$ cat src/hw/rtl/assert_macros.svh
// ----------------------------------------------------------------------------
// assert_macros.svh
// Concurrent assertion shorthands, clocked on clk, disabled during reset.
// ----------------------------------------------------------------------------
`ifndef ASSERT_MACROS_SVH
`define ASSERT_MACROS_SVH

// Property checked at every edge outside reset.
`define SVL_ASSERT(label, prop, msg) \
  label: assert property (@(posedge clk) disable iff (!rst_n) (prop)) else $error(msg);

// Antecedent in one cycle implies consequent in the next.
`define SVL_ASSERT_NEXT(label, ante, cons, msg) \
  label: assert property (@(posedge clk) disable iff (!rst_n) (ante) |=> (cons)) \
    else $error(msg);

`endif

$ cat src/hw/rtl/svl_pkg.sv
// ----------------------------------------------------------------------------
// svl_pkg
// Types and codes shared by the sorted value list.
// ----------------------------------------------------------------------------
package svl_pkg;

  localparam int VAL_W = 32;
  localparam int CMD_W = 2;
  localparam int STS_W = 2;
  localparam int CNT_W = 5;

  // Command codes
  localparam logic [CMD_W-1:0] CMD_INSERT = 2'd0;
  localparam logic [CMD_W-1:0] CMD_DELETE = 2'd1;
  localparam logic [CMD_W-1:0] CMD_POP    = 2'd2;

  // Status codes
  localparam logic [STS_W-1:0] STS_OK        = 2'd0;
  localparam logic [STS_W-1:0] STS_FULL      = 2'd1;
  localparam logic [STS_W-1:0] STS_EMPTY     = 2'd2;
  localparam logic [STS_W-1:0] STS_NOT_FOUND = 2'd3;

  // Sequencer states
  typedef enum logic [2:0] {
    S_IDLE,
    S_INS_RD,
    S_INS_CMP,
    S_DEL_RD,
    S_DEL_CMP,
    S_SH_RD,
    S_SH_WR,
    S_FINISH
  } state_t;

endpackage

$ cat src/hw/rtl/sorted_value_list.sv
// ----------------------------------------------------------------------------
// sorted_value_list
// Ascending list of signed 32-bit values in a single-port-write memory,
// walked one entry at a time by a small sequencer with one comparator.
// ----------------------------------------------------------------------------
// Channel | Direction | Handshake            | Payload
// in      | input     | in_valid / in_ready   | in_command, in_operand_value
// out     | output    | out_valid / out_ready | out_status, out_smallest_value,
//         |           |                       | out_is_empty, out_entry_count
//
// An insert walks down from the back, moving each entry that is equal or greater
// up one slot until it finds the place for the new value; a delete scans from
// the front for the value and then shifts every later entry down; a pop shifts
// every entry down. A refused or empty command goes straight to the result. Each
// step uses the one memory read port and the single comparator.
// Reset clears the count, sequencer and output valid; memory contents are
// not cleared. in_ready is low while an item is in work; a held result in
// the output register does not stop the next item from being accepted.
// ----------------------------------------------------------------------------
`include "assert_macros.svh"

module sorted_value_list #(
  parameter int CAPACITY = 16
) (
  input  logic                                clk,
  input  logic                                rst_n,
  input  logic                                in_valid,
  output logic                                in_ready,
  input  logic [svl_pkg::CMD_W-1:0]           in_command,
  input  logic signed [svl_pkg::VAL_W-1:0]    in_operand_value,
  output logic                                out_valid,
  input  logic                                out_ready,
  output logic [svl_pkg::STS_W-1:0]           out_status,
  output logic signed [svl_pkg::VAL_W-1:0]    out_smallest_value,
  output logic                                out_is_empty,
  output logic [svl_pkg::CNT_W-1:0]           out_entry_count
);
  import svl_pkg::*;

  localparam int IW = (CAPACITY > 1) ? $clog2(CAPACITY) : 1;
  localparam int CW = $clog2(CAPACITY + 1);
  localparam logic [CW-1:0] CAP_C = CW'(CAPACITY);
  localparam logic [CW-1:0] ONE_C = CW'(1);

  // State
  state_t                    state_r, state_nxt;
  logic [CW-1:0]             count_r, count_nxt;
  logic [CW-1:0]             idx_r, idx_nxt;
  logic signed [VAL_W-1:0]   op_r;
  logic [STS_W-1:0]          status_r, status_nxt;
  logic signed [VAL_W-1:0]   head_r;

  // Memory
  logic signed [VAL_W-1:0]   mem [CAPACITY];
  logic signed [VAL_W-1:0]   rd_data_r;
  logic [CW-1:0]             rd_idx;
  logic                      mem_we;
  logic [IW-1:0]             mem_waddr;
  logic signed [VAL_W-1:0]   mem_wdata;

  // Output register
  logic                      out_valid_r;
  logic [STS_W-1:0]          out_status_r;
  logic signed [VAL_W-1:0]   out_smallest_r;
  logic                      out_is_empty_r;
  logic [CNT_W-1:0]          out_count_r;
  logic                      out_load;

  logic                      accept;
  logic                      ge_hit, eq_hit, gt_hit;

  assign accept   = in_valid && in_ready;
  assign in_ready = (state_r == S_IDLE);
  assign out_load = (state_r == S_FINISH) && (!out_valid_r || out_ready);

  // Shared comparator on the last read entry
  assign ge_hit = (rd_data_r >= op_r);
  assign eq_hit = (rd_data_r == op_r);
  assign gt_hit = (rd_data_r > op_r);

  // Next state and sequencer registers
  always_comb begin
    state_nxt  = state_r;
    count_nxt  = count_r;
    idx_nxt    = idx_r;
    status_nxt = status_r;
    case (state_r)
      S_IDLE: begin
        if (accept) begin
          status_nxt = STS_OK;
          idx_nxt    = '0;
          case (in_command)
            CMD_INSERT: begin
              if (count_r >= CAP_C) begin
                status_nxt = STS_FULL;
                state_nxt  = S_FINISH;
              end else begin
                idx_nxt   = count_r;
                state_nxt = S_INS_RD;
              end
            end
            CMD_DELETE: begin
              if (count_r == '0) begin
                status_nxt = STS_EMPTY;
                state_nxt  = S_FINISH;
              end else begin
                state_nxt = S_DEL_RD;
              end
            end
            CMD_POP: begin
              if (count_r == '0) begin
                status_nxt = STS_EMPTY;
                state_nxt  = S_FINISH;
              end else begin
                state_nxt = S_SH_RD;
              end
            end
            default: state_nxt = S_FINISH;
          endcase
        end
      end
      S_INS_RD: begin
        if (idx_r == '0) begin
          count_nxt = count_r + ONE_C;
          state_nxt = S_FINISH;
        end else begin
          state_nxt = S_INS_CMP;
        end
      end
      S_INS_CMP: begin
        if (ge_hit) begin
          idx_nxt   = idx_r - ONE_C;
          state_nxt = S_INS_RD;
        end else begin
          count_nxt = count_r + ONE_C;
          state_nxt = S_FINISH;
        end
      end
      S_DEL_RD: begin
        if (idx_r == count_r) begin
          status_nxt = STS_NOT_FOUND;
          state_nxt  = S_FINISH;
        end else begin
          state_nxt = S_DEL_CMP;
        end
      end
      S_DEL_CMP: begin
        if (eq_hit) begin
          state_nxt = S_SH_RD;
        end else if (gt_hit) begin
          status_nxt = STS_NOT_FOUND;
          state_nxt  = S_FINISH;
        end else begin
          idx_nxt   = idx_r + ONE_C;
          state_nxt = S_DEL_RD;
        end
      end
      S_SH_RD: begin
        if (idx_r + ONE_C == count_r) begin
          count_nxt = count_r - ONE_C;
          state_nxt = S_FINISH;
        end else begin
          state_nxt = S_SH_WR;
        end
      end
      S_SH_WR: begin
        idx_nxt   = idx_r + ONE_C;
        state_nxt = S_SH_RD;
      end
      S_FINISH: begin
        if (out_load) begin
          state_nxt = S_IDLE;
        end
      end
      default: state_nxt = S_IDLE;
    endcase
  end

  // Memory port control
  always_comb begin
    mem_we    = 1'b0;
    mem_waddr = idx_r[IW-1:0];
    mem_wdata = op_r;
    rd_idx    = idx_r;
    case (state_r)
      S_INS_RD: begin
        rd_idx = idx_r - ONE_C;
        if (idx_r == '0) begin
          mem_we = 1'b1;
        end
      end
      S_INS_CMP: begin
        mem_we = 1'b1;
        if (ge_hit) begin
          mem_wdata = rd_data_r;
        end
      end
      S_SH_RD: rd_idx = idx_r + ONE_C;
      S_SH_WR: begin
        mem_we    = 1'b1;
        mem_wdata = rd_data_r;
      end
      default: mem_we = 1'b0;
    endcase
  end

  // Entry storage, registered read
  always_ff @(posedge clk) begin
    if (mem_we) begin
      mem[mem_waddr] <= mem_wdata;
    end
    rd_data_r <= mem[rd_idx[IW-1:0]];
  end

  // Copy of the front entry
  always_ff @(posedge clk) begin
    if (mem_we && (mem_waddr == '0)) begin
      head_r <= mem_wdata;
    end
  end

  // Operand, status and index
  always_ff @(posedge clk) begin
    if (accept) begin
      op_r <= in_operand_value;
    end
    status_r <= status_nxt;
    idx_r    <= idx_nxt;
  end

  // Control registers
  always_ff @(posedge clk) begin
    if (!rst_n) begin
      state_r <= S_IDLE;
      count_r <= '0;
    end else begin
      state_r <= state_nxt;
      count_r <= count_nxt;
    end
  end

  // Result register
  always_ff @(posedge clk) begin
    if (!rst_n) begin
      out_valid_r <= 1'b0;
    end else if (out_load) begin
      out_valid_r <= 1'b1;
    end else if (out_ready) begin
      out_valid_r <= 1'b0;
    end
  end

  always_ff @(posedge clk) begin
    if (out_load) begin
      out_status_r   <= status_r;
      out_smallest_r <= (count_r == '0) ? '0 : head_r;
      out_is_empty_r <= (count_r == '0);
      out_count_r    <= CNT_W'(count_r);
    end
  end

  assign out_valid          = out_valid_r;
  assign out_status         = out_status_r;
  assign out_smallest_value = out_smallest_r;
  assign out_is_empty       = out_is_empty_r;
  assign out_entry_count    = out_count_r;

  // Checks
  `SVL_ASSERT(a_count_bound, count_r <= CAP_C, "entry count above capacity")
  `SVL_ASSERT_NEXT(a_busy_after_accept, accept, !in_ready, "ready right after accept")
  `SVL_ASSERT_NEXT(a_idle_count_held, state_r == S_IDLE, $stable(count_r),
    "count moved while idle")
  `SVL_ASSERT(a_empty_zero, !(out_valid_r && out_is_empty_r) || (out_smallest_r == '0),
    "empty result with nonzero front value")

endmodule

$ cat config.mk
export PLATFORM = sky130hd
export DESIGN_NAME = sorted_value_list
export DESIGN_NICKNAME = d
export VERILOG_FILES = /design/src/hw/rtl/svl_pkg.sv /design/src/hw/rtl/sorted_value_list.sv
export VERILOG_INCLUDE_DIRS = /design/src /design/src/hw/rtl
export SDC_FILE = /design/constraint.sdc
export NUM_CORES = 1
export LEC_CHECK = 0
export ABC_AREA = 1
export BUFFER_PORTS_ARGS = -buffer_cell sky130_fd_sc_hd__buf_2
export CAP_MARGIN = 25
export CORE_MARGIN = 8
export CORE_UTILIZATION = 40
export DETAILED_ROUTE_END_ITERATION = 10
export PLACE_DENSITY_LB_ADDON = 0.15
export SLEW_MARGIN = 25
export SYNTH_ARGS = -nofsm -noshare
export SYNTH_HDL_FRONTEND = slang
export SYNTH_SLANG_ARGS = --single-unit
$ cat constraint.sdc
create_clock -name clk -period 5.5 [get_ports clk]
set_input_delay 0.55 -clock clk [delete_from_list [all_inputs] [get_ports clk]]
set_output_delay 0.55 -clock clk [all_outputs]
set_load 0.005 [all_outputs]
Yosys cells after proc, flatten, opt, wreduce, memory -nomap -nowiden
Memories as Yosys holds them, arrays and structs flattened. A register that Yosys moved wholly into a read port is not among the register bits.
Index checks and enable logic that the tools add are counted.
{ "word_totals": {"mem_bits_rw": 512, "out_inout_bits": 42, "elab_cells": 102, "input_bits": 38, "ff_bits": 120, "memories": 1} }
{ "mem_list": {"columns": ["memory", "depth", "word_bits", "rd", "rd_ports_with_merged_regs", "wr", "line_no", "rtl"], "rows": [
  ["mem", 16, 32, 1, 1, 1, "sorted_value_list.sv:54", "logic signed [VAL_W-1:0] mem [CAPACITY];"]
]} }
{ "classes": {"n_eq_ne": 22, "add_sub_neg": 4, "muxes": 41, "n_lt_le_gt_ge": 3, "n_reduce_logical": 20} }
{ "op_table": {"columns": ["cell", "n"], "rows": [
  ["one-hot mux 32 bit (2 select lines)", 1],
  ["2-to-1 mux 5 bit", 9],
  ["== test 32 bit", 1],
  ["greater-or-equal comparator 32 bit", 1],
  ["greater-than comparator 32 bit", 1],
  ["2-to-1 mux 32 bit", 1],
  ["2-to-1 mux 3 bit", 8],
  ["one-hot mux 3 bit (8 select lines)", 1],
  ["one-hot mux 5 bit (4 select lines)", 1],
  ["inequality test 2 bit (second input constant)", 9],
  ["one-hot mux 5 bit (3 select lines)", 1],
  ["2-to-1 mux 2 bit", 7],
  ["== test 3 bit (second input constant)", 4],
  ["adder 5 x 1 -> 5 bit (second input constant)", 2],
  ["== test 5 bit", 2],
  ["zero test 5 bit", 2],
  ["AND reduction 5 bit", 2],
  ["subtractor 5 x 1 -> 5 bit (second input constant)", 2],
  ["one-hot mux 3 bit (3 select lines)", 1],
  ["one-hot mux 4 bit (2 select lines)", 1],
  ["2-to-1 mux 1 bit", 7],
  ["== test 3 x 2 -> 1 bit (second input constant)", 2],
  ["one-hot mux 2 bit (3 select lines)", 1],
  ["nonzero test 3 bit", 2],
  ["18 further kinds", 21]
]} }

Depth between registers and ports, before layout
Gate-level depths: netlist of the first run.
{ "depth": {"ltp_word": 5, "ltp_mapped": 20, "ltp_nobuf": 20} }

Worst setup path after synthesis of the first run
OpenSTA, ideal clock, no wires.
{ "synth_path": {"kind": "flip-flop to flip-flop", "from": "register state_r[2]", "to": "register out_count_r[0], in the netlist out_entry_count[0] (enable)", "path_slack_ns": 0.500, "n_path_buf": 0, "setup_time_ns": 0.537, "period_less_slack_ns": 5.000, "path_stages_with_launch": 3, "t_arrival_ns": 4.463, "required_ns": 4.963, "cell_sequence": "dfxtp_1 -> inv_1 -> nor4_1"} }
{ "synth_via": {"elab_chain_len": 2} }
{ "synth_lines": {"columns": ["item", "line_no", "rtl"], "rows": [
  ["start, declared", "sorted_value_list.sv:46", "state_t state_r, state_nxt;"],
  ["start signal, assigned", "sorted_value_list.sv:237", "state_r <= state_nxt;"],
  ["== test 3 bit", "sorted_value_list.sv:74", "assign out_load = (state_r == S_FINISH) && (!out_valid_r || out_ready);"],
  ["logical AND 1 bit", "sorted_value_list.sv:74", null],
  ["via out_load", "sorted_value_list.sv:67", "logic out_load;"],
  ["end signal, assigned", "sorted_value_list.sv:258", "out_count_r <= CNT_W'(count_r);"],
  ["end, declared", "sorted_value_list.sv:66", "logic [CNT_W-1:0] out_count_r;"]
]} }
The timed path passes the listed nets, and every way through them passes these cells.
A chain may end at the register's enable or synchronous reset.

Final worst setup path of the first run
{ "layout_path": {"from": "register op_r[31]", "to": "memory mem[15][30], data pin"} }
{ "layout_via": {"elab_chain_len": 3} }
{ "layout_lines": {"columns": ["item", "line_no", "rtl"], "rows": [
  ["start, declared", "sorted_value_list.sv:49", "logic signed [VAL_W-1:0] op_r;"],
  ["start signal, assigned", "sorted_value_list.sv:225", "op_r <= in_operand_value;"],
  ["greater-or-equal comparator 32 bit", "sorted_value_list.sv:77", "assign ge_hit = (rd_data_r >= op_r);"],
  ["2-to-1 mux 32 bit", "sorted_value_list.sv:194", "if (ge_hit) begin"],
  ["one-hot mux 32 bit (2 select lines)", "sorted_value_list.sv:185", "case (state_r)"],
  ["via mem_wdata[30]", "sorted_value_list.sv:59", "logic signed [VAL_W-1:0] mem_wdata;"],
  ["end, declared", "sorted_value_list.sv:54", null]
]} }
The timed path passes the listed nets, and every way through them passes these cells.

==> impl_metrics.ini, run 1 <==
[die]
num_rows = 94
core-area_um2 = 66000
die_y_um = 275
start_util = 0.405
die_area_um2 = 75400
die_w_um = 275
ios = 80

[global_route]
grt_pass1_wl_um = 100000
grt_max_degree = 183
grt-ovfl-total = 0
track_usage = 0.177
antenna_found_initial = 0
grt_pass1_vias = 15500

[sta]
timing_hold_violations_final = 0
tightest_slew_ps = 1010
rsz0062_at_grt = false
setup_viol = 0
skew_ps = 19.7
drv_slew = 0
period_minus_slack_ps = 3640
setup-tns-final_ps = 0
fin_worst_hold_slack_ps = 158
relSlewSlack = 0.326
period_share = 0.661
max_freq_mhz = 275

[synthesis]
ys.flop_type = edfxtp_1
synth_largest_area_cell = edfxtp_1
syn_avg_cell_area_um2 = 13.4
synth_edf_count = 591
synth.distinct_cells = 45
synth.net_count = 2085
seq_area_frac_synth = 0.695
yosys_register_bits = 632
synthesis.area_um2 = 26700
yosysMostFrequentCell = edfxtp_1
synthDominantCellAreaShare = 0.664
synth_commonest_cells = 591 x edfxtp_1, 238 x inv_1, 216 x nand2_1
synth.area.top_cells = edfxtp_1 66%, mux2_2 8.1%, inv_1 3.3%
yosysWarnings = 0
ys_async_sr_fraction = 0
syn_inst = 2002

[pwr]
leakage_nw = 11.3
irDropWorstVdd_mv = 0.694
p_per_area_nw_per_um2 = 603
totalPowerFinal_w = 0.0184

[setup_path]
crit_path_start_kind = register
r2r_cells = 12
path_class = register to register
crit_arrival_ps = 3890
crit_fanout = 30
critical_path_required_ps = 5750
cp-end-kind = register

[clocking]
cts_made_buffers = 68
cts_tree = built
worstSkewPairLatency_ps = 600
hold_buffers = 0
cts_resized = 0
clk_pin_slew_ps = 60
cts_root_buf = clkbuf_16
htreeDepth = 3
cts_setup_buffers = 0
clock_path_buffers = 3
cts_sinks = 632

[placement]
port_buffers = 79
globalplace.congestion = 0.794
hpwlAfterDp_um = 36600

[finish]
syn_to_final_growth_pct = 14.4
drive_gt1_frac = 0.244
nFillCells = 5870
diodes = 0
nets = 2209

[route]
first_pass_iters = 5
antenna_left = 0
via_per_inst = 5.18
vias = 15800
drt_iter0_drc = 1092
drc_errors = 0
wl_per_cell_um = 21.9
postRouteWirelength_um = 66800

[flow_run]
cap_viol_max_count = 0

[hold_path]
whs_path_depth = 1
worstHoldPathType = input pin to register

[status]
status = completed
## placed cells by master, fill, tap and decap left out, types with 2 or more instances in the layout
cell type / netlist / final
xor2_1: 7 / 7
o221ai_1: 2 / 2
clkbuf_1: 33 / 21
mux2_2: 192 / 192
dfxtp_1: 41 / 41
buf_4: 12 / 64
a211oi_1: 2 / 2
o21ai_0: 126 / 125
o22ai_1: 3 / 3
edfxtp_1: 591 / 591
o21a_1: 3 / 3
inv_2: 3 / 3
nand3_1: 31 / 31
a31oi_1: 96 / 96
nor3_1: 6 / 6
buf_16: 0 / 2
nand2_1: 216 / 214
xnor2_1: 7 / 7
clkinv_1: 0 / 10
o21ai_1: 47 / 48
a21oi_1: 86 / 86
inv_6: 0 / 4
a21oi_2: 4 / 4
clkinv_2: 0 / 7
buf_2: 31 / 79
clkbuf_16: 0 / 70
ha_1: 44 / 44
nand4_1: 7 / 7
nor2_1: 75 / 57
bufinv_16: 0 / 2
buf_12: 0 / 3
inv_1: 238 / 238
nor2_4: 1 / 18
or2_2: 64 / 64
nand2_2: 0 / 2
clkbuf_8: 0 / 7
## logic make-up (layout without fill, tap and decap cells)
family,count (synthesis),after routing,synth area share
AO/OA/AOI/OAI,377,377,0.0778
XOR/XNOR,15,15,0.00520
adder cells (fa/ha/maj),45,45,0.0213
buffers and inverters,337,514,0.0538
flip-flops,632,632,0.695
multiplexers,192,192,0.0809
AND/OR/NAND/NOR,404,404,0.0663
## state kept, by name (all words and copies together), names as in the netlist
register / count
mem: 512
op_r: 32
out_smallest_value: 32
rd_data_r: 32
count_r: 5
idx_r: 5
out_entry_count: 5
state_r: 3
out_status: 2
status_r: 2
out_is_empty: 1
out_valid: 1
## worst max-delay path, stage by stage, from the launching register on
cell and delay (ps):
edfxtp_1 320, inv_1 50, ha_1 340, nand2_1 90, nor2_1 150, nand2_1 130, nor2_1 220, nand2_1 160
nand3_1 140, nand3_1 160, nand2_1 180, nand2_2 410, o21ai_1 930
## where the power goes
group          leakage [nW]  total, W  internal (W)  switching, W
Sequential             5.69   0.00663       0.00642      0.000211
Clock                  1.03   0.00437       0.00254       0.00183
Combinational          4.56   0.00743       0.00265       0.00479
## per-stage QoR
step / area, um2 / instances / util / worst slack, ps
after floorplan: 26700 / 2002 / - / 500
after global placement: 28400 / 2917 / 0.430 / 1590
after detailed placement: 28400 / 2919 / 0.431 / 1710
after CTS: 30600 / 3042 / 0.463 / 1670
after global routing: 30600 / 3043 / 0.463 / 1470
final: 30600 / 3043 / 0.463 / 1860
## path summary, 6_finish.rpt
path | start | to | slack [ps]
worst min-delay path | in_operand_value[20] | op_r[20] | 160
worst min register to register | status_r[1] | out_status[1] | 420
worst max-delay path | op_r[31] | mem[15][30] | 1860
worst max register to register | op_r[31] | mem[15][30] | 1860
## cell type report
cell class / count / area [um2] / share of cell area
repair buffers: 149 / 996 / 0.0326
clock inverters: 25 / 191 / 0.00626
flip-flops and latches: 632 / 18600 / 0.607
multi-input cells: 1033 / 6900 / 0.226
clock buffers: 98 / 1930 / 0.0630
inverters: 242 / 911 / 0.0298
well taps: 864 / 1080 / 0.0354
## per-layer routing
metal | vias up | share of wire | GRT usage
met4 | 0 | 0.016 | 0.0444
met1 | 7997 | 0.47 | 0.250
met5 | - | 0 | 0
met3 | 73 | 0.037 | 0.0242
li1 | 7383 | - | -
met2 | 299 | 0.47 | 0.289
(Power assumes the default switching activity.)
==> inputs of run 2 (changes only) <==
--- a/config.mk
+++ b/config.mk
@@ -6,7 +6,7 @@
 export SDC_FILE = /design/constraint.sdc
 export NUM_CORES = 1
 export LEC_CHECK = 0
-export ABC_AREA = 1
+export ABC_AREA = 0
 export BUFFER_PORTS_ARGS = -buffer_cell sky130_fd_sc_hd__buf_2
 export CAP_MARGIN = 25
 export CORE_MARGIN = 8
==> constraint.sdc (replaced) <==
create_clock -name clk -period 3.7 [get_ports clk]
set_input_delay 0.37 -clock clk [delete_from_list [all_inputs] [get_ports clk]]
set_output_delay 0.37 -clock clk [all_outputs]
set_load 0.005 [all_outputs]
==> run 2 against run 1 <==
Against the previous run: wire length decreased by 9.1%; combinational power rose by 14%; sequential cell count unchanged; die area is 5.6% lower; worst hold slack got worse by 52 ps; worst setup slack worse by 1600 ps; critical path depth unchanged; power increased by 35%; register-to-register slack worse by 1600 ps; first-iteration DRC count decreased by 9.4%; critical path type unchanged; critical endpoint is now mem[1][20]; largest cell class unchanged; largest power group is now registers.
==> impl_metrics.ini, run 2 <==
[status]
status = completed

[setup_path]
r2r_cells = 12
critical_path_required_ps = 4010
critPathTopFamily = compound AO/OA/AOI/OAI gates
path_cells = inv_1 > ha_1 > buf_4 > inv_1 > a21oi_1 > a211oi_2 > o211ai_1 > a211oi_2 > xnor2_2 > a31o_4 > buf_4 > mux2_4
crit_path_start_kind = register
path_class = register to register
reg2reg_slack_ps = 270
cpMaxStageDelayCell = mux2_4
max_stage_delay_ps = 390
timing.rr.end = mem[1][20]
crit_fanout = 16
path_buf_inv = 4
crit_arrival_ps = 3740
r2r_start = op_r[31]
cp-end-kind = register

[finish]
nets = 1454
drive_gt1_frac = 0.321
finalNonFillerCells = 2270
layout_common_cells = 591 x edfxtp_1, 160 x mux4_2, 79 x buf_2, 73 x clkbuf_16, 45 x inv_1
top_register = mem
diodes = 0
syn_to_final_growth_pct = 18.0
final_common_cell = edfxtp_1
largest_register_ffs = 512

[route]
wl_per_cell_um = 26.7
drc_errors = 0
antenna_left = 0
postRouteWirelength_um = 60700
via_per_inst = 5.36
first_pass_iters = 5
drt_iter0_drc = 989
vias = 12200

[global_route]
grt-ovfl-total = 0
grt_pass1_wl_um = 88500
grt_max_degree = 60
track_usage = 0.172
antenna_found_initial = 1
grt_pass1_vias = 12700

[synthesis]
ys_async_sr_fraction = 0
synthDominantCellAreaShare = 0.706
seq_area_frac_synth = 0.739
synth_commonest_cells = 591 x edfxtp_1, 160 x mux4_2, 46 x inv_1
synth.distinct_cells = 64
ys.flop_type = edfxtp_1
synth_edf_count = 591
yosysMostFrequentCell = edfxtp_1
syn_inst = 1187
yosysWarnings = 0
synth.area.top_cells = edfxtp_1 71%, mux4_2 14%, dfxtp_1 3.3%
synth_largest_area_cell = edfxtp_1
yosys_register_bits = 632
syn_avg_cell_area_um2 = 21.2
synthesis.area_um2 = 25100
synth.net_count = 1270

[hold_path]
whs_path_depth = 2
min_from = rst_n
hold_path_end = count_r[1]
worstHoldPathType = input pin to register

[die]
die_y_um = 267
start_util = 0.401
die_w_um = 267
core-area_um2 = 62600
ios = 80
die_area_um2 = 71100
num_rows = 92

[clocking]
cts_made_buffers = 69
cts_setup_buffers = 0
cts_resized = 0
clk_pin_slew_ps = 60
clock_path_buffers = 3
htreeDepth = 3
worstSkewPairLatency_ps = 600
cts_tree = built
cts_sinks = 632
cts_root_buf = clkbuf_16

[sta]
fin_worst_hold_slack_ps = 105
relSlewSlack = 0.472
drv_slew = 0
skew_ps = 25.6
period_share = 0.926
setup_viol = 0
rsz0062_at_grt = false
timing_hold_violations_final = 0
setup-tns-final_ps = 0
layout_setup_ws_ps = 272
tightest_slew_ps = 792
max_freq_mhz = 292
period_minus_slack_ps = 3430

[flow_run]
cap_viol_max_count = 0

[placement]
dp_slack_ps = 284
port_buffers = 79
dp.cells = 2114
globalplace.congestion = 0.772
hpwlAfterDp_um = 34200

[pwr]
leakage_nw = 10.1
p_per_area_nw_per_um2 = 837
irDropWorstVdd_mv = 0.514
[run 2: cell types whose count changed after synthesis, sizes merged, moves of 37 or more]
cell,previous run,this run
inv,242,47
nor2,77,15
or2,64,0
a31oi,96,1
mux2,192,32
a21oi,90,20
nand2,216,21
nor2b,0,37
mux4,0,160
o21ai,174,9
[run 2: timing repair]
action | 4_1_cts | 5_1_grt
endpoints found under the hold margin | 32 | 0
hold buffers | 32 | 0
setup endpoints to repair | 0 | 0
[run 2: through the flow]
step | util | instance area [um2] | total power [W]
finish | 0.474 | 29700 | 0.0248
global route | 0.474 | 29700 | 0.0259
CTS | 0.474 | 29700 | 0.0252
detailed placement | 0.433 | 27100 | 0.0183
global placement | 0.433 | 27100 | 0.0183
floorplan | - | 25100 | 0.0156
[run 2: how the worst max path moves through the flow]
stage | start | end | slack [ps] | cells past startpoint
floorplan | idx_r[0] | mem[15][0] | 300 | 5
global route | op_r[27] | mem[3][20] | 50 | 10
CTS | op_r[27] | mem[13][22] | 260 | 10
global placement | idx_r[0] | mem[0][21] | 290 | 7
detailed placement | op_r[27] | mem[6][20] | 280 | 10
finish | op_r[31] | mem[1][20] | 270 | 12
[run 2: worst reg2reg max path: cells and delay by family, from the launching register on]
kind            cells  cell delay (ps)
mux                 1              390
fa+ha+maj           1              320
compound gates      5             1230
flops               1              350
buf+inv             4              680
xor+xnor            1              180
[run 2: routing by layer]
metal  vias up  GRT usage  part of all wire
li1       5241          -                 -
met1      6536      0.240              0.45
met2       312      0.280              0.49
met3        81     0.0271             0.046
met4         0     0.0473             0.020
met5         -          0                 0
[run 2: area by class of cell]
class                      count  area (um2)
tap                          846        1060
timing repair buffer         160        1410
clock inverter                30         274
inverter                      47         176
clock buffer                  94        1960
sequential                   632       18600
multi-input combinational    461        6210
fill                        5224       33000
[run 2: logic make-up (layout without fill, tap and decap cells)]
group,count (synthesis),after routing,synth area share
compound gates,61,61,0.0175
mux,195,195,0.163
simple gates,139,139,0.0321
flops,632,632,0.739
xor+xnor,21,21,0.00821
fa+ha+maj,45,45,0.0227
buf+inv,94,331,0.0174
[run 2: report_power, final]
part	internal, W	switching [W]
registers	0.00929	0.000327
clock network	0.00405	0.00271
logic	0.00403	0.00442
total	0.0174	0.00745
==> inputs of run 3 (changes only) <==
--- a/config.mk
+++ b/config.mk
@@ -6,13 +6,14 @@
 export SDC_FILE = /design/constraint.sdc
 export NUM_CORES = 1
 export LEC_CHECK = 0
-export ABC_AREA = 0
+export ABC_AREA = 1
 export BUFFER_PORTS_ARGS = -buffer_cell sky130_fd_sc_hd__buf_2
 export CAP_MARGIN = 25
 export CORE_MARGIN = 8
 export CORE_UTILIZATION = 40
 export DETAILED_ROUTE_END_ITERATION = 10
 export PLACE_DENSITY_LB_ADDON = 0.15
+export RECOVER_POWER = 100
 export SLEW_MARGIN = 25
 export SYNTH_ARGS = -nofsm -noshare
 export SYNTH_HDL_FRONTEND = slang
==> run 3 against run 2 <==
Against the previous run: clock power down 1%; die area grew 6.0%; worst hold slack got worse by 18 ps; highest routed layer unchanged; largest power group is now combinational cells; the flow now finishes with violations (max-capacitance violations, max-slew violations).
==> impl_metrics.ini, run 3 (synthesis gave the netlist of run 1 again) <==
[sta]
drv_slew = 40
setup-tns-final_ps = 0
rsz0062_at_grt = false
fin_worst_hold_slack_ps = 87.6
max_freq_mhz = 292
tightest_slew_ps = 1940
setup_viol = 0
relSlewSlack = -0.291
period_minus_slack_ps = 3430
skew_ps = 21.9
period_share = 0.926
timing_hold_violations_final = 0

[global_route]
grt_most_used_layer = met2
grt_use_met1 = 0.238
use_met3 = 0.0282
grt_pass1_wl_um = 99100
met2_usage = 0.295
grt_pass1_vias = 15800
grt_max_degree = 134
grt-ovfl-total = 0
track_usage = 0.177
antenna_found_initial = 0

[route]
via_per_inst = 5.12
drt_iter0_drc = 1029
vias = 15800
wl_per_cell_um = 21.6
drc_errors = 0
first_pass_iters = 5
postRouteWirelength_um = 66600
antenna_left = 0

[die]
die_w_um = 275
start_util = 0.405
core-area_um2 = 66000
die_area_um2 = 75400
num_rows = 94
ios = 80
die_y_um = 275

[setup_path]
reg2reg_slack_ps = 270
crit_fanout = 22
path_class = register to register
path_cells = inv_1 > ha_1 > nand2_1 > nor2_1 > nand2_1 > nor2_1 > nand4_1 > nand3_1 > nand2_1 > nand2_2 > buf_4 > o21ai_0 > buf_2
max_stage_delay_ps = 370
cpMaxStageDelayCell = ha_1
cp_common_cell = nand2_1
timing.rr.end = mem[11][13]
r2r_cells = 13
crit_arrival_ps = 3740
r2r_start = op_r[31]
crit_path_start_kind = register
critical_path_required_ps = 4010
cp-end-kind = register

[hold_path]
worstHoldPathType = input pin to register
whs_path_depth = 3
hold_path_end = count_r[4]
min_from = rst_n

[finish]
nets = 2252
layout_common_cells = 591 x edfxtp_1, 239 x inv_1, 214 x nand2_1, 192 x mux2_2, 137 x o21ai_0
syn_to_final_growth_pct = 15.3
diodes = 0
nFillCells = 5807
final_common_cell = edfxtp_1
drive_gt1_frac = 0.216
top_register = mem
largest_register_ffs = 512
fin_util = 0.467

[clocking]
htreeDepth = 3
clock_path_buffers = 3
cts_made_buffers = 70
cts_setup_buffers = 0
cts_root_buf = clkbuf_16
cts_sinks = 632
worstSkewPairLatency_ps = 600
cts_tree = built
clk_pin_slew_ps = 60

[pwr]
p_per_area_nw_per_um2 = 896
totalPowerFinal_w = 0.0276
irDropWorstVdd_mv = 0.723
leakage_nw = 11.3

[placement]
hpwlAfterDp_um = 36500
globalplace.congestion = 0.828
port_buffers = 79

[status]
status = finished, violations left
violations = max-capacitance violations, max-slew violations

[flow_run]
cap_viol_max_count = 2
==> run 3: cell type report <==
type	count	area [um2]	share of cell area
clock buffers	93	1890	0.0613
clock inverters	32	305	0.00991
inverters	242	911	0.0296
multi-input cells	1033	6820	0.221
flip-flops and latches	632	18600	0.603
well taps	864	1080	0.0351
repair buffers	190	1240	0.0402
==> run 3: what timing repair did <==
| item | 4_1_cts | 5_1_grt |
|---|---|---|
| endpoints found under the hold margin | 31 | 0 |
| hold buffers | 31 | 0 |
| resized for setup | 0 | 0 |
| endpoints found under the setup margin | 0 | 0 |
==> run 3: power by group <==
| part | total (W) | switching [W] | leakage [nW] | internal [W] |
|---|---|---|---|---|
| Clock | 0.00667 | 0.00272 | 1.08 | 0.00394 |
| Combinational | 0.0111 | 0.00708 | 4.55 | 0.00398 |
| Sequential | 0.00987 | 0.000320 | 5.69 | 0.00955 |
| Total | 0.0276 | 0.0101 | 11.3 | 0.0175 |
==> run 3: worst max-delay path: cells and delay by family (launching register included) <==
kind | cells | cell delay, ps
AOI/OAI and AO/OA | 1 | 170
adders and majority gates | 1 | 370
buffers and inverters | 3 | 620
DFF | 1 | 320
and+or+nand+nor | 8 | 1630
==> run 3: how the worst max path moves through the flow <==
stage | from | depth (start not counted) | endpoint | slack [ps]
6_report | op_r[31] | 13 | mem[11][13] | 270
5_1_grt | op_r[31] | 13 | mem[14][13] | 40
4_1_cts | op_r[31] | 13 | mem[4][13] | 230
3_5_place_dp | op_r[31] | 13 | mem[13][13] | 250
3_3_place_gp | op_r[31] | 13 | mem[13][13] | 260
2_1_floorplan | state_r[2] | 2 | out_entry_count[0] | 390
==> run 3: per-layer routing <==
layer | up-vias | share of wire
li1 | 7475 | -
met5 | - | 0
met3 | 92 | 0.053
met2 | 354 | 0.48
met1 | 7869 | 0.44
met4 | 0 | 0.023
==> run 3: stage by stage <==
stage | instances | setup slack, ps | cell area, um2
after floorplan | 2002 | 388 | 26700
after global placement | 2930 | 256 | 28700
after detailed placement | 2930 | 247 | 28700
after CTS | 3086 | 226 | 31200
after global routing | 3086 | 44.3 | 30800
final | 3086 | 273 | 30800
